`config.mk`:
```
export PLATFORM = sky130hd
export DESIGN_NAME = rv_alu_subset_executor
export DESIGN_NICKNAME = d
export VERILOG_FILES = /design/src/rtl/core/rvalu_pkg.sv /design/src/rtl/core/rvalu_regfile.sv /design/src/rtl/core/rv_alu_subset_executor.sv
export SDC_FILE = /design/constraint.sdc
export NUM_CORES = 2
export LEC_CHECK = 0
export BUFFER_PORTS_ARGS = -buffer_cell sky130_fd_sc_hd__clkbuf_2
export CAP_MARGIN = 30
export CORE_MARGIN = 3
export CORE_UTILIZATION = 57
export DETAILED_ROUTE_END_ITERATION = 10
export GPL_ROUTABILITY_DRIVEN = 0
export PLACE_DENSITY = 0.86
export SYNTH_ARGS = -nofsm -noshare
export SYNTH_HDL_FRONTEND = slang
export SYNTH_SLANG_ARGS = --single-unit
```
`constraint.sdc`:
```
create_clock -name clock -period 9.8 [get_ports clock]
set_clock_uncertainty 0.15 [all_clocks]
set_input_delay 1.96 -clock clock [delete_from_list [all_inputs] [get_ports clock]]
set_output_delay 1.96 -clock clock [all_outputs]
set_load 0.03 [all_outputs]
```
`src/rtl/core/rvalu_pkg.sv`:
```
package rvalu_pkg;

   localparam int unsigned XLEN     = 64;
   localparam int unsigned NUM_REGS = 32;
   localparam int unsigned REG_AW   = $clog2(NUM_REGS);

   // Command codes on the request channel.
   localparam logic [1:0] CMD_EXEC  = 2'd0;
   localparam logic [1:0] CMD_WRITE = 2'd1;
   localparam logic [1:0] CMD_READ  = 2'd2;

   // Instruction encoding constants.
   localparam logic [6:0] OPC_IMM = 7'h13;
   localparam logic [6:0] OPC_REG = 7'h33;
   localparam logic [6:0] F7_BASE = 7'h00;
   localparam logic [6:0] F7_ALT  = 7'h20;
   localparam logic [2:0] F3_ADD  = 3'd0;
   localparam logic [2:0] F3_OR   = 3'd6;
   localparam logic [2:0] F3_AND  = 3'd7;

   // Internal operation codes carried down the pipeline.
   typedef logic [2:0] op_type;
   localparam op_type OP_ADD     = 3'd0;
   localparam op_type OP_SUB     = 3'd1;
   localparam op_type OP_AND     = 3'd2;
   localparam op_type OP_OR      = 3'd3;
   localparam op_type OP_PASS    = 3'd4;
   localparam op_type OP_READ    = 3'd5;
   localparam op_type OP_ILLEGAL = 3'd6;
   localparam op_type OP_IGNORE  = 3'd7;

   typedef struct packed {
      logic              en;
      logic [REG_AW-1:0] addr_a;
      logic [REG_AW-1:0] addr_b;
   } rf_rd_type;

   typedef struct packed {
      logic              en;
      logic [REG_AW-1:0] addr;
      logic [XLEN-1:0]   data;
   } rf_wr_type;

endpackage

```
`src/rtl/core/rvalu_regfile.sv`:
```
module rvalu_regfile (
   input  logic                     clock,
   input  logic                     reset,
   input  rvalu_pkg::rf_rd_type     rd,
   input  rvalu_pkg::rf_wr_type     wr,
   output logic [rvalu_pkg::XLEN-1:0] data_a,
   output logic [rvalu_pkg::XLEN-1:0] data_b
);
   import rvalu_pkg::*;

   logic [XLEN-1:0]     mem_ff [NUM_REGS];
   logic [NUM_REGS-1:0] valid_ff;
   logic [NUM_REGS-1:0] valid_in;
   logic [XLEN-1:0]     raw_a_ff, raw_b_ff, fwd_data_ff;
   logic                vld_a_ff, vld_b_ff, hit_a_ff, hit_b_ff;
   logic                wr_ok;

   // Entry 0 is never written, so its valid bit stays low and it reads zero.
   assign wr_ok = wr.en && (wr.addr != '0);

   always_comb begin
      valid_in = valid_ff;
      if (wr_ok) begin
         valid_in[wr.addr] = 1'b1;
      end
   end

   always_ff @(posedge clock) begin
      if (reset) begin
         valid_ff <= '0;
      end else begin
         valid_ff <= valid_in;
      end
   end

   always_ff @(posedge clock) begin
      if (wr_ok) begin
         mem_ff[wr.addr] <= wr.data;
      end
   end

   // A read that coincides with a write to the same entry takes the new data
   // through the bypass, since the array returns the old contents.
   always_ff @(posedge clock) begin
      if (rd.en) begin
         raw_a_ff    <= mem_ff[rd.addr_a];
         raw_b_ff    <= mem_ff[rd.addr_b];
         vld_a_ff    <= valid_ff[rd.addr_a];
         vld_b_ff    <= valid_ff[rd.addr_b];
         hit_a_ff    <= wr_ok && (wr.addr == rd.addr_a);
         hit_b_ff    <= wr_ok && (wr.addr == rd.addr_b);
         fwd_data_ff <= wr.data;
      end
   end

   assign data_a = hit_a_ff ? fwd_data_ff : (vld_a_ff ? raw_a_ff : '0);
   assign data_b = hit_b_ff ? fwd_data_ff : (vld_b_ff ? raw_b_ff : '0);

endmodule

```
`src/rtl/core/rv_alu_subset_executor.sv`:
```
// Executes a small RISC-V integer subset (ADDI, ADD, SUB, AND, OR) on a
// 32-entry, 64-bit register file, and lets the host write or read registers.
// Request channel: req_valid/req_ready carry one item made of req_command,
// req_instr_word, req_reg_select and req_write_value. Response channel:
// rsp_valid/rsp_ready carry one result item per request item, in order.
// An accepted item passes through the execute stage register into the output
// register, which drives rsp_valid. The block takes one item per cycle while
// the receiver is ready. The register file is a memory with two read ports and
// one write port, a registered read and a bypass from the write-back into the
// read data, so an instruction may use the register written by the one just
// before it.
// Reset clears the valid bit of every register, so all registers read zero
// afterwards; there is no clearing pass and the block is ready at once.
// When the receiver stalls, the result waits in the output register and one
// more item may be accepted into the execute stage; after that req_ready
// drops until the output register is taken. Writes to x0 are dropped and
// unsupported words report unknown_op with all other fields zero.
module rv_alu_subset_executor (
   input  logic                        clock,
   input  logic                        reset,
   input  logic                        req_valid,
   output logic                        req_ready,
   input  logic [1:0]                  req_command,
   input  logic [31:0]                 req_instr_word,
   input  logic [rvalu_pkg::REG_AW-1:0] req_reg_select,
   input  logic [rvalu_pkg::XLEN-1:0]  req_write_value,
   output logic                        rsp_valid,
   input  logic                        rsp_ready,
   output logic [rvalu_pkg::REG_AW-1:0] rsp_dest_index,
   output logic [rvalu_pkg::XLEN-1:0]  rsp_dest_value,
   output logic                        rsp_did_write,
   output logic                        rsp_unknown_op
);
   import rvalu_pkg::*;

   // Decoded item held in the execute stage while the register file read
   // is in flight.
   typedef struct packed {
      op_type            op;
      logic [REG_AW-1:0] idx;
      logic              use_imm;
      logic [XLEN-1:0]   opb;
   } stage_type;

   stage_type s1_in, s1_ff;
   logic      s1_valid_ff, s1_valid_in;
   logic      accept, s1_fire, out_free;

   rf_rd_type rf_rd;
   rf_wr_type rf_wr;
   logic [XLEN-1:0] rf_a, rf_b;

   logic [REG_AW-1:0] rsp_idx_ff, rsp_idx_in;
   logic [XLEN-1:0]   rsp_val_ff, rsp_val_in;
   logic              rsp_wr_ff, rsp_wr_in, rsp_unk_ff, rsp_unk_in;
   logic              rsp_valid_ff, rsp_valid_in;

   logic [6:0] opc, f7;
   logic [2:0] f3;
   logic [XLEN-1:0] op_b, alu_res;

   // The output register frees up when it is empty or being taken; the
   // execute stage can then move on, and a new item can enter behind it.
   assign out_free  = !rsp_valid_ff || rsp_ready;
   assign s1_fire   = s1_valid_ff && out_free;
   assign req_ready = !s1_valid_ff || out_free;
   assign accept    = req_valid && req_ready;

   assign opc = req_instr_word[6:0];
   assign f3  = req_instr_word[14:12];
   assign f7  = req_instr_word[31:25];

   // Decode and register file read address generation.
   always_comb begin
      s1_in.op      = OP_IGNORE;
      s1_in.idx     = '0;
      s1_in.use_imm = 1'b0;
      s1_in.opb     = req_write_value;
      rf_rd.en      = accept;
      rf_rd.addr_a  = req_reg_select;
      rf_rd.addr_b  = req_instr_word[24:20];
      unique case (req_command)
         CMD_EXEC: begin
            rf_rd.addr_a = req_instr_word[19:15];
            s1_in.idx    = req_instr_word[11:7];
            if (opc == OPC_IMM && f3 == F3_ADD) begin
               s1_in.op      = OP_ADD;
               s1_in.use_imm = 1'b1;
               s1_in.opb     = {{(XLEN-12){req_instr_word[31]}}, req_instr_word[31:20]};
            end else if (opc == OPC_REG && f3 == F3_ADD && f7 == F7_BASE) begin
               s1_in.op = OP_ADD;
            end else if (opc == OPC_REG && f3 == F3_ADD && f7 == F7_ALT) begin
               s1_in.op = OP_SUB;
            end else if (opc == OPC_REG && f3 == F3_AND && f7 == F7_BASE) begin
               s1_in.op = OP_AND;
            end else if (opc == OPC_REG && f3 == F3_OR && f7 == F7_BASE) begin
               s1_in.op = OP_OR;
            end else begin
               s1_in.op  = OP_ILLEGAL;
               s1_in.idx = '0;
            end
         end
         CMD_WRITE: begin
            s1_in.op      = OP_PASS;
            s1_in.idx     = req_reg_select;
            s1_in.use_imm = 1'b1;
         end
         CMD_READ: begin
            s1_in.op  = OP_READ;
            s1_in.idx = req_reg_select;
         end
         default: begin
            s1_in.op = OP_IGNORE;
         end
      endcase
   end

   always_comb begin
      s1_valid_in = s1_valid_ff;
      if (accept) begin
         s1_valid_in = 1'b1;
      end else if (s1_fire) begin
         s1_valid_in = 1'b0;
      end
   end

   always_ff @(posedge clock) begin
      if (reset) begin
         s1_valid_ff <= 1'b0;
      end else begin
         s1_valid_ff <= s1_valid_in;
      end
   end

   always_ff @(posedge clock) begin
      if (accept) begin
         s1_ff <= s1_in;
      end
   end

   rvalu_regfile u_regfile (
      .clock  (clock),
      .reset  (reset),
      .rd     (rf_rd),
      .wr     (rf_wr),
      .data_a (rf_a),
      .data_b (rf_b)
   );

   // Execute stage: 64-bit add, subtract, AND and OR, plus pass-through for host writes and reads.
   assign op_b = s1_ff.use_imm ? s1_ff.opb : rf_b;

   always_comb begin
      case (s1_ff.op)
         OP_ADD:  alu_res = rf_a + op_b;
         OP_SUB:  alu_res = rf_a - op_b;
         OP_AND:  alu_res = rf_a & op_b;
         OP_OR:   alu_res = rf_a | op_b;
         OP_PASS: alu_res = op_b;
         OP_READ: alu_res = rf_a;
         default: alu_res = '0;
      endcase
   end

   always_comb begin
      rsp_idx_in = s1_ff.idx;
      rsp_val_in = '0;
      rsp_wr_in  = 1'b0;
      rsp_unk_in = 1'b0;
      case (s1_ff.op) inside
         OP_ADD, OP_SUB, OP_AND, OP_OR, OP_PASS: begin
            if (s1_ff.idx != '0) begin
               rsp_val_in = alu_res;
               rsp_wr_in  = 1'b1;
            end
         end
         OP_READ: begin
            rsp_val_in = alu_res;
         end
         OP_ILLEGAL: begin
            rsp_idx_in = '0;
            rsp_unk_in = 1'b1;
         end
         default: begin
            rsp_idx_in = '0;
         end
      endcase
   end

   // Write-back happens on the same edge the result enters the output register.
   assign rf_wr.en   = s1_fire && rsp_wr_in;
   assign rf_wr.addr = s1_ff.idx;
   assign rf_wr.data = alu_res;

   always_comb begin
      rsp_valid_in = rsp_valid_ff;
      if (s1_fire) begin
         rsp_valid_in = 1'b1;
      end else if (rsp_ready) begin
         rsp_valid_in = 1'b0;
      end
   end

   always_ff @(posedge clock) begin
      if (reset) begin
         rsp_valid_ff <= 1'b0;
      end else begin
         rsp_valid_ff <= rsp_valid_in;
      end
   end

   always_ff @(posedge clock) begin
      if (s1_fire) begin
         rsp_idx_ff <= rsp_idx_in;
         rsp_val_ff <= rsp_val_in;
         rsp_wr_ff  <= rsp_wr_in;
         rsp_unk_ff <= rsp_unk_in;
      end
   end

   assign rsp_valid      = rsp_valid_ff;
   assign rsp_dest_index = rsp_idx_ff;
   assign rsp_dest_value = rsp_val_ff;
   assign rsp_did_write  = rsp_wr_ff;
   assign rsp_unknown_op = rsp_unk_ff;

endmodule

```
## Yosys cells after proc, flatten, opt, wreduce, memory -nomap -nowiden

Memories as Yosys holds them, arrays and structs flattened. A register that Yosys moved wholly into a read port is not among the register bits.
Cells that the tools add are included.

- RAM bits: 2048
- Output and inout bits: 73
- Memories: 1
- Bits in registers: 246
- Input port bits: 107

- $lt $le $gt $ge: 4
- Mux-type cells: 42
- Reduce and logical (&&, ||, !) cells: 29
- Add/sub/neg operators: 2
- Bitwise gates (word level): 3
- Eq/ne operators: 15

Memory list:

| memory | words | bits a word | read ports | clocked after memory_dff | wr ports | line | text |
|---|---|---|---|---|---|---|---|
| u_regfile.mem_ff | 32 | 64 | 2 | 2 | 1 | rvalu_regfile.sv:11 | `logic [XLEN-1:0] mem_ff [NUM_REGS];` |

Operators with widths:

| cell | count |
|---|---|
| 64-bit 2-to-1 mux | 9 |
| 64-bit case mux with 6 select lines | 1 |
| 65-bit 2-to-1 mux | 1 |
| 64-bit adder | 1 |
| 64-bit bitwise AND | 1 |
| 64-bit OR | 1 |
| 64-bit subtractor | 1 |
| 5-bit 2-to-1 mux | 8 |
| 32-bit OR | 1 |
| 5-bit by 6-bit < comparator with 1-bit output (second input constant) | 3 |
| 3-bit == test (second input constant) | 5 |
| 1-bit logical AND | 15 |
| 3-bit 2-to-1 mux | 5 |
| 7-bit by 6-bit == test with 1-bit output (second input constant) | 2 |
| 1-bit 2-to-1 mux | 12 |
| 1-bit binary-select mux with 5-bit select | 2 |
| 5-bit == test | 2 |
| 5-bit case mux with 2 select lines | 1 |
| 3-bit case mux with 3 select lines | 1 |
| 7-bit by 5-bit == test with 1-bit output (second input constant) | 1 |
| 7-bit zero test | 1 |
| 3-bit by 2-bit == test with 1-bit output (second input constant) | 2 |
| 3-bit zero test | 2 |
| 6-bit OR reduction | 1 |
| other kinds (13) | 16 |

## Depth between registers and ports, before layout

- Depth in word-level cells: 9
- Depth in mapped cells: 23
- Gate-level depth less buffers: 20

## By module

A second synthesis with hierarchy kept.

- Cells, all modules: 6637
- Area total of the unflattened synthesis: 115588.4 um2

By module, submodules not included:

| module | instances | area an instance (um2) | sequential area each (um2) | cells an instance |
|---|---|---|---|---|
| rvalu_regfile | 1 | 100532.7 | 68025.2 | 4887 |
| rv_alu_subset_executor | 1 | 15055.7 | 4364.2 | 1750 |

## Worst setup path after synthesis

Ideal clock, no wire load.

- Path kind: input port to flip-flop
- From: input port rsp_ready
- To: memory u_regfile.mem_ff[28][0], enable pin
- Slack: 247 ps
- Library setup time: 488 ps
- Stages on the path: 6
- Data required time: 9162 ps
- Data arrival time: 8915 ps
- Path buffers: 1
- Cells stage by stage: nor2b_1 nor2b_1 nand2_1 or3_1 clkbuf_1 nor2_1

- Word-level cells in the longest chain between the ends: 6

Ends and longest elaborated chain:

| what | line | text |
|---|---|---|
| start: declaration | rv_alu_subset_executor.sv:28 | `input logic rsp_ready,` |
| 1-bit logical OR | rv_alu_subset_executor.sv:64 | `assign out_free = !rsp_valid_ff \|\| rsp_ready;` |
| 1-bit logical AND | rv_alu_subset_executor.sv:65 | `assign s1_fire = s1_valid_ff && out_free;` |
| 1-bit logical AND | rv_alu_subset_executor.sv:191 | `assign rf_wr.en = s1_fire && rsp_wr_in;` |
| 1-bit logical AND | rvalu_regfile.sv:19 | `assign wr_ok = wr.en && (wr.addr != '0);` |
| 1-bit 2-to-1 mux | rvalu_regfile.sv:37 | `if (wr_ok) begin` |
| 1-bit 2-to-1 mux (not written as such) | rvalu_regfile.sv:38 | `mem_ff[wr.addr] <= wr.data;` |
| end: declaration | rvalu_regfile.sv:11 |  |

Every way passes these cells.

## Worst setup path after layout

- From: register s1_ff[64] (netlist name)
- To: memory u_regfile.mem_ff[29][45], data pin

- Word-level cells in the longest chain between the ends: 3

Ends and longest elaborated chain:

| what | line | text |
|---|---|---|
| start: declaration | rv_alu_subset_executor.sv:45 | `stage_type s1_in, s1_ff;` |
| start signal: assignment | rv_alu_subset_executor.sv:137 | `s1_ff <= s1_in;` |
| 64-bit 2-to-1 mux (*) | rv_alu_subset_executor.sv:151 | `assign op_b = s1_ff.use_imm ? s1_ff.opb : rf_b;` |
| 64-bit subtractor (tied with other cells) | rv_alu_subset_executor.sv:156 | `OP_SUB: alu_res = rf_a - op_b;` |
| 64-bit case mux with 6 select lines (*) | rv_alu_subset_executor.sv:154 | `case (s1_ff.op)` |
| via alu_res[45] | rv_alu_subset_executor.sv:60 | `logic [XLEN-1:0] op_b, alu_res;` |

The timed path passes the listed nets; every way through them passes the cells marked *.

==> metrics.cfg <==
[route]
wirelength_um = 397000
drt_iter0_drc = 16800
ant_nets = 0
vias = 79700
first_pass_iters = 9
drc = 0
vias_per_cell = 7.96
wl_per_cell_um = 39.6

[synthesis]
synth_cell_type_count = 83
ys_seq_area_frac = 0.617
netlist_area_um2 = 117000
ys_seq_elements = 2422
async_flop_share = 0
yosysWarnings = 0
synthFlopType = edfxtp_1
synth.avg_cell_area_um2 = 16.8
syn_inst = 6969
synth_edf_count = 2388

[power_and_ir_drop]
switching_power_mw = 6.54
p_leak_nw = 43.1
irDropWorstVdd_uv = 207
total_power_mw = 25.1
p_per_area_nw_per_um2 = 192
p_seq_frac = 0.484
switching_share = 0.261
comb_power_share = 0.145
clockPowerShare = 0.371
intPower_mw = 18.6

[setup_path]
rr_startpoint = s1_ff[64]$_DFFE_PP_
crit_arrival_ps = 8030
start_kind = flop
worstSetupPathType = reg2reg
cp.required_ps = 10020
setup.worst_path.end_class = flop
crit_fanout = 76
crit_start = s1_ff[64]$_DFFE_PP_

[finish]
layout-drive-gt1-share = 0.286
layout.nets = 7308
utilization = 0.642
layout_common_cells = edfxtp_1 (2388), mux4_2 (1170), nand2_1 (749)
syn_to_final_growth_pct = 11.3
layout_commonest_cell = edfxtp_1

[sta]
maxSlewViolCount = 0
setup_viol = 0
final_hold_viol_count = 0
holdWs_ps = 347
worst_slew_pin_slew_ps = 1170
setup-tns-final_ps = 0
timing.final.crit_share = 0.797
slew_headroom = 0.222
period_needed_ps = 7810
fmax_mhz = 128
rsz0062_at_grt = false

[global_route]
first_global_vias = 79500
grt_pass1_wl_um = 564000
grt_max_degree = 137
grt.overflow.total = 0
grt_use_total = 0.373
antenna_found_initial = 25

[place]
dp_hpwl_um = 206000
port-buffer-count = 179

[clocking]
clk_latency_ps = 900
root_buffer = clkbuf_16
clock_path_buffers = 3
cts.reportedPaths.clkPinSlew_ps = 70
tritoncts = yes
clock_sink_count = 2422
hold_buffers = 0
htree_levels = 4
post_cts_buffers = 0
cts_made_buffers = 231
cts_resized = 0

[floorplan]
io_pins = 180
design.core.area_um2 = 203000
die_height_um = 460
die-area_um2 = 211000
die_w_um = 460
start_util = 0.577
rows = 165

[worst_hold_path]
min-delay-path-class = reg2reg
holdCritStartpoint = u_regfile.valid_ff[0]$_SDFFE_PP0P_

[status]
status = complete, no violations

[job]
cap_viol_max_count = 0

-- worst paths after layout --
path	slack, ps	cells past startpoint	end
setup / recovery	1990	19	u_regfile.mem_ff[29][45]$_DFFE_PP_
hold / removal	350	1	u_regfile.valid_ff[0]$_SDFFE_PP0P_
setup reg to reg	1990	19	u_regfile.mem_ff[29][45]$_DFFE_PP_
hold reg to reg	350	1	u_regfile.valid_ff[0]$_SDFFE_PP0P_
-- cell type report --
type	count	area [um2]
clock buffers	278	6090
well taps	2672	3340
multi-input cells	4031	43500
diodes	10	25.0
repair buffers	386	3380
flip-flops and latches	2422	72400
inverters	59	221
clock inverters	152	1630
fillers	12600	72800
-- kinds of logic (layout without fill, tap and decap cells) --
logic type / after synthesis / in the layout / synth area share
flops: 2422 / 2422 / 0.617
mux: 1274 / 1274 / 0.234
other cells: 1 / 74 / 0.0000320
compound gates: 825 / 825 / 0.0460
xor+xnor: 123 / 123 / 0.00918
buf+inv: 579 / 875 / 0.0196
simple gates: 1621 / 1621 / 0.0620
fa+ha+maj: 124 / 124 / 0.0121
-- critical path, cell delays in order, from the launching register on --
cell and delay, ps:
edfxtp_1 500, buf_4 760, nor2b_1 260, a21oi_1 130
nor4_1 500, nand4_1 460, nor3_1 580, nand2_1 140
o21ai_0 240, xor2_1 120, ha_1 410, nand2_1 120
nor4_1 540, nand2_1 110, a21boi_0 200, a41oi_1 140
o31ai_1 490, a31o_2 380, mux2i_1 320, nand2_1 680
-- power groups by stage --
stage | Clock, mW | Combinational [mW] | Sequential [mW]
final | 9.31 | 3.63 | 12.2
after global routing | 9.67 | 3.79 | 12.1
after CTS | 9.29 | 3.46 | 12.1
after detailed placement | 0 | 3.38 | 12.3
after global placement | 0 | 3.19 | 12.3
after floorplan | 0 | 2.24 | 12.3
-- cells in the mapped netlist, drive strengths merged (14+ instances only) --
master | instances | area share
xor2 | 43 | 0.0032
o21bai | 18 | 0.0012
dfxtp | 34 | 0.0058
o21ai | 200 | 0.0086
nor4 | 20 | 0.0012
mux4 | 1170 | 0.22
and3 | 14 | 0.00076
a2bb2oi | 42 | 0.0031
o211ai | 14 | 0.00090
nand3 | 352 | 0.015
nand4 | 30 | 0.0016
clkbuf | 364 | 0.012
a21o | 77 | 0.0049
and2 | 58 | 0.0031
nor2 | 252 | 0.0081
inv | 58 | 0.0019
maj3 | 54 | 0.0046
edfxtp | 2388 | 0.61
buf | 156 | 0.0060
xnor2 | 80 | 0.0060
mux2i | 24 | 0.0020
o31ai | 20 | 0.0013
a21oi | 217 | 0.0093
nand3b | 55 | 0.0035
mux2 | 80 | 0.0077
a22o | 46 | 0.0034
nand2 | 751 | 0.024
nor2b | 18 | 0.00096
a22oi | 43 | 0.0028
a31oi | 19 | 0.0010
ha | 69 | 0.0074
nor3 | 34 | 0.0015
-- per-layer routing --
| metal | vias to the layer above | share of wire | track usage |
|---|---|---|---|
| met2 | 9576 | 0.45 | 0.560 |
| met5 | - | 0.00017 | 0 |
| met4 | 10 | 0.094 | 0.275 |
| met1 | 38900 | 0.28 | 0.449 |
| li1 | 28900 | - | - |
| met3 | 2368 | 0.17 | 0.133 |
-- flip-flops by register name, summed over array words and instances, names as in the netlist, 5 cells and up --
| signal | count |
|---|---|
| u_regfile.raw_a_ff | 64 |
| u_regfile.valid_ff | 32 |
| u_regfile.raw_b_ff | 64 |
| s1_ff | 68 |
| rsp_dest_index | 5 |
| u_regfile.mem_ff | 2048 |
| u_regfile.fwd_data_ff | 64 |
| rsp_dest_value | 64 |
| rf_wr | 5 |
-- through the flow --
| stage | instances | cell area, um2 | worst slack, ps |
|---|---|---|---|
| after global placement | 9527 | 122000 | 2400 |
| after CTS | 9984 | 130000 | 2230 |
| final | 10000 | 131000 | 1990 |
| after global routing | 10000 | 131000 | 1500 |
| after floorplan | 7032 | 118000 | 247 |
| after detailed placement | 9554 | 122000 | 2370 |
Note: power is estimated with default switching activity, not from simulation.
